**config.mk**
```make
export PLATFORM = sky130hd
export DESIGN_NAME = swbs_ctrl
export DESIGN_NICKNAME = d
export VERILOG_FILES = /design/src/sv/swbs_pkg.sv /design/src/sv/swbs_ctrl.sv
export SDC_FILE = /design/constraint.sdc
export NUM_CORES = 1
export LEC_CHECK = 0
export ABC_AREA = 1
export BUFFER_PORTS_ARGS = -buffer_cell sky130_fd_sc_hd__buf_2
export CORE_AREA = 2 2 39 41
export CTS_CLUSTER_DIAMETER = 30
export DETAILED_ROUTE_END_ITERATION = 10
export DIE_AREA = 0 0 41 43
export RECOVER_POWER = 50
export SLEW_MARGIN = 25
export SYNTH_ARGS = -nofsm -noshare
export SYNTH_HDL_FRONTEND = slang
export SYNTH_SLANG_ARGS = --single-unit
```
**constraint.sdc**
```tcl
create_clock -name clk -period 0.8 [get_ports clk]
set_input_delay 0.08 -clock clk [delete_from_list [all_inputs] [get_ports clk]]
set_output_delay 0.08 -clock clk [all_outputs]
set_load 0.005 [all_outputs]
```
**src/sv/swbs_pkg.sv**
```systemverilog
// ----------------------------------------------------------------------------
// swbs_pkg
// Shared sizes, codes and control structures for the sorted word table.
// ----------------------------------------------------------------------------
package swbs_pkg;

  localparam int MAX_ENTRIES = 1024;
  localparam int MAX_CHARS   = 64;

  localparam int ENT_W    = $clog2(MAX_ENTRIES);
  localparam int CNT_W    = $clog2(MAX_ENTRIES + 1);
  localparam int CH_W     = $clog2(MAX_CHARS);
  localparam int LEN_W    = $clog2(MAX_CHARS + 1);
  localparam int WS_DEPTH = MAX_ENTRIES * MAX_CHARS;
  localparam int WS_AW    = $clog2(WS_DEPTH);

  localparam int ACTION_W = 2;
  localparam int CHAR_W   = 8;
  localparam int STATUS_W = 3;
  localparam int INDEX_W  = 10;

  typedef enum logic [ACTION_W-1:0] {
    ACT_CLEAR = 2'd0,
    ACT_ENTRY = 2'd1,
    ACT_KEY   = 2'd2
  } action_t;

  typedef enum logic [STATUS_W-1:0] {
    STS_FOUND     = 3'd0,
    STS_NOT_FOUND = 3'd1,
    STS_STORED    = 3'd2,
    STS_FULL      = 3'd3,
    STS_TOO_LONG  = 3'd4
  } out_status_t;

  typedef enum logic [1:0] {
    ST_IDLE  = 2'd0,
    ST_PROBE = 2'd1,
    ST_LEN   = 2'd2,
    ST_CMP   = 2'd3
  } ctrl_state_t;

  // Commands from the controller to the datapath.
  typedef struct packed {
    logic take_in;
    logic probe;
    logic load_len;
    logic step;
    logic narrow;
    logic found;
    logic miss;
  } swbs_cmd_t;

  // Status from the datapath back to the controller.
  typedef struct packed {
    logic srch_start;
    logic range_empty;
    logic cmp_done;
    logic cmp_eq;
    logic out_busy;
  } swbs_sts_t;

endpackage

```
**src/sv/swbs_ctrl.sv**
```systemverilog
// ----------------------------------------------------------------------------
// swbs_ctrl
// Search sequencer: accepts words, then steps probes of the binary search.
// ----------------------------------------------------------------------------
module swbs_ctrl (
  input  logic                clk,
  input  logic                rst_n,
  input  logic                in_valid,
  output logic                in_ready,
  input  swbs_pkg::swbs_sts_t sts,
  output swbs_pkg::swbs_cmd_t cmd
);
  import swbs_pkg::*;

  ctrl_state_t state_r;
  ctrl_state_t state_nxt;
  logic        take_in;

  assign in_ready = (state_r == ST_IDLE) && !sts.out_busy;
  assign take_in  = in_valid && in_ready;

  always_ff @(posedge clk) begin
    if (!rst_n) begin
      state_r <= ST_IDLE;
    end else begin
      state_r <= state_nxt;
    end
  end

  always_comb begin
    state_nxt = state_r;
    case (state_r)
      ST_IDLE: begin
        if (take_in && sts.srch_start) begin
          state_nxt = ST_PROBE;
        end
      end
      ST_PROBE: begin
        state_nxt = sts.range_empty ? ST_IDLE : ST_LEN;
      end
      ST_LEN: begin
        state_nxt = ST_CMP;
      end
      ST_CMP: begin
        if (sts.cmp_done) begin
          state_nxt = sts.cmp_eq ? ST_IDLE : ST_PROBE;
        end
      end
      default: begin
        state_nxt = ST_IDLE;
      end
    endcase
  end

  always_comb begin
    cmd         = '0;
    cmd.take_in = take_in;
    case (state_r)
      ST_PROBE: begin
        cmd.probe = !sts.range_empty;
        cmd.miss  = sts.range_empty;
      end
      ST_LEN: begin
        cmd.load_len = 1'b1;
      end
      ST_CMP: begin
        cmd.step   = 1'b1;
        cmd.found  = sts.cmp_done && sts.cmp_eq;
        cmd.narrow = sts.cmp_done && !sts.cmp_eq;
      end
      default: begin
      end
    endcase
  end

endmodule

```
==> metrics.txt <==
status=complete, but fails checks; failing checks=negative setup slack; DRC Markers=0; Fillers=161; I/O pin cnt=16; largest net degree at the start of global routing=8; Post-Syn Area=165 um2; Cell Int Power=0.418 mW; syn nets=35; max-cap violations=0; Peak Freq=0.961 GHz; Core Rows=14; initial core utilization=11.9%; vias in the first global route=222; Final Hold Fails=0; vias=236; Avg Vias per Cell=3.81; normalized max-slew margin=87.1%; Seq cells post-synth=2; GR Overflow Total=0; Mapped Cells=27; drt pass-1 iters=4; GRT Total Usage=7.31%; diode count=0; number of routed nets with antenna violations=0; startpoint class of the critical path=flop; Finished Cell Area=318 um2; max-slew violation count=0; CTS tree=built; Post-DP HPWL=430 um; final WL=556 um; actual slew at the worst max-slew pin=0.192 ns; Data required, critical path=0.72 ns; Final WS setup=-0.241 ns; Reg clk slew, reported paths=0.03 ns; GPL Wtd Cong=0.635; Mapped Avg Cell Area=6.12 um2; sequential fraction of the synthesis area=24.2%; die width=41 um; latest clock arrival within the worst-skew pair=0.23 ns; first-pass GRT wire length=800 um; power per cell area=1980 nW/um2; Layout Area Growth over Synthesis=92.4%; initial antenna violation count=0; placeable core area=1380 um2; Switching Fraction=33.7%; Yosys cell types=13; Post-Place Setup Slack=-0.0708 ns; crit path max fanout=6; Final Setup Violations=10; Die Area=1760 um2; Syn. warnings=0; drt wl/cell=8.97 um; IO Port Bufs=15; Setup CP Type=flop to output port; Clock Power Share=36.0%; clk_skew=0.00190 ns; fin crit period=1.04 ns; Sink Count=2; Critical-path top delay cell=dfxtp_4; Tot Pwr=0.630 mW; leakage power=0.182 nW; CP Data Arrival Time=0.96 ns; H-tree Lvls=1; CP peak stage delay=0.36 ns; clk root buf=clkbuf_4; Die H=43 um; Hold Crit Class=primary input to flop; DRT iter0 DRCs=5; crit share post-route=130%; cell family with most CP delay=flip-flops; Reg power frac=28.0%; Cell Area, Placed=258 um2; layout cells sized above 1=67.4%; buffer depth of the longest clock path=2; RSZ-0062 raised after global routing=yes; CTS buffer count=3; critical path endpoint category=output port; worst vdd ir=0.370 mV; NetSw=0.212 mW; final net count=56; critical path cell sequence=nor2_4 > and3_2 > buf_2; Worst Path Buf+Inv=1; Comb power frac=36.0%
==> cell usage after synthesis <==
library cell | number | area [um2]
nor2_1 | 4 | 15.0
nor3_1 | 2 | 10.0
and3_1 | 1 | 6.26
o21ai_0 | 1 | 5.00
and3_2 | 1 | 7.51
a21oi_2 | 1 | 8.76
dfxtp_1 | 2 | 40.0
nand2_1 | 5 | 18.8
buf_4 | 1 | 7.51
inv_1 | 6 | 22.5
nor3_2 | 1 | 10.0
a211oi_1 | 1 | 7.51
nand4_1 | 1 | 6.26
==> power groups by stage <==
stage / Combinational (mW) / Sequential [mW] / Clock (mW)
after floorplan: 0.117 / 0.153 / 0
after global placement: 0.176 / 0.159 / 0
after detailed placement: 0.179 / 0.161 / 0
after CTS: 0.214 / 0.175 / 0.243
after global routing: 0.255 / 0.183 / 0.247
final: 0.227 / 0.176 / 0.227
==> metrics by stage <==
step	setup TNS, ns	hold WS, ns	utilization (%)	instances
2_1_floorplan	0	0.189	-	27
3_3_place_gp	-0.119	0.325	18.6	57
3_5_place_dp	-0.162	0.330	18.6	57
4_1_cts	-1.89	0.0904	22.2	61
5_1_grt	-2.52	0.126	23.0	62
6_report	-1.94	0.0973	23.0	62
==> cells by family (layout without fill, tap and decap cells) <==
family	Yosys count	after routing	synth area share, %
AND/OR/NAND/NOR	15	15	44.7
flip-flops	2	2	24.2
buffers and inverters	7	26	18.2
AO/OA/AOI/OAI	3	3	12.9
==> layer usage <==
layer,wire length (um),share of wire [%],vias to the layer above,GRT usage (%)
met4,13,2.3,0,8.00
met2,294,53,10,10.9
li1,-,-,125,-
met1,215,39,99,6.37
met5,0,0,-,0
met3,32,5.8,2,3.14
==> repair_timing <==
| item | CTS | global route |
|---|---|---|
| gates cloned | 0 | 0 |
| hold buffers | 0 | 0 |
| buffers inserted | 1 | 1 |
| gates resized for setup | 6 | 2 |
| setup endpoints to repair | 10 | 10 |
| pin swaps | 1 | 1 |
==> cell usage in the layout (no fill, tap or decap), drive strengths merged <==
| master | netlist | final |
|---|---|---|
| clkbuf | 0 | 3 |
| and3 | 2 | 2 |
| nor2 | 4 | 4 |
| nand2 | 5 | 5 |
| inv | 6 | 6 |
| nand4 | 1 | 1 |
| a21oi | 1 | 1 |
| a211oi | 1 | 1 |
| o21ai | 1 | 1 |
| buf | 1 | 17 |
| nor3 | 3 | 3 |
| dfxtp | 2 | 2 |
==> final timing paths <==
kind,startpoint,endpoint,slack [ns],depth (start not counted)
max,flop,cmd[6],-0.24,3
max reg2reg,flop,state_r[0]$_SDFFE_PN0P_,-0.16,6
min,rst_n,state_r[0]$_SDFFE_PN0P_,0.1,3
min reg2reg,flop,flop,0.56,2
==> worst reg2reg max path: stages (launching register included) <==
cell and delay, ns:
dfxtp_4 0.36, nor2_4 0.11, buf_4 0.11, nand4_1 0.07
nand2_1 0.07, nand2_1 0.06, a21oi_2 0.10
==> layout make-up <==
class / count / area, um2 / share of cell area [%]
sequential: 2 / 47.5 / 15.0
clock buffer: 3 / 22.5 / 7.09
tap: 16 / 20.0 / 6.30
inverter: 6 / 22.5 / 7.09
timing repair buffer: 17 / 90.1 / 28.3
multi-input combinational: 18 / 115 / 36.2
No activity file was read; power rests on OpenSTA's default activity.
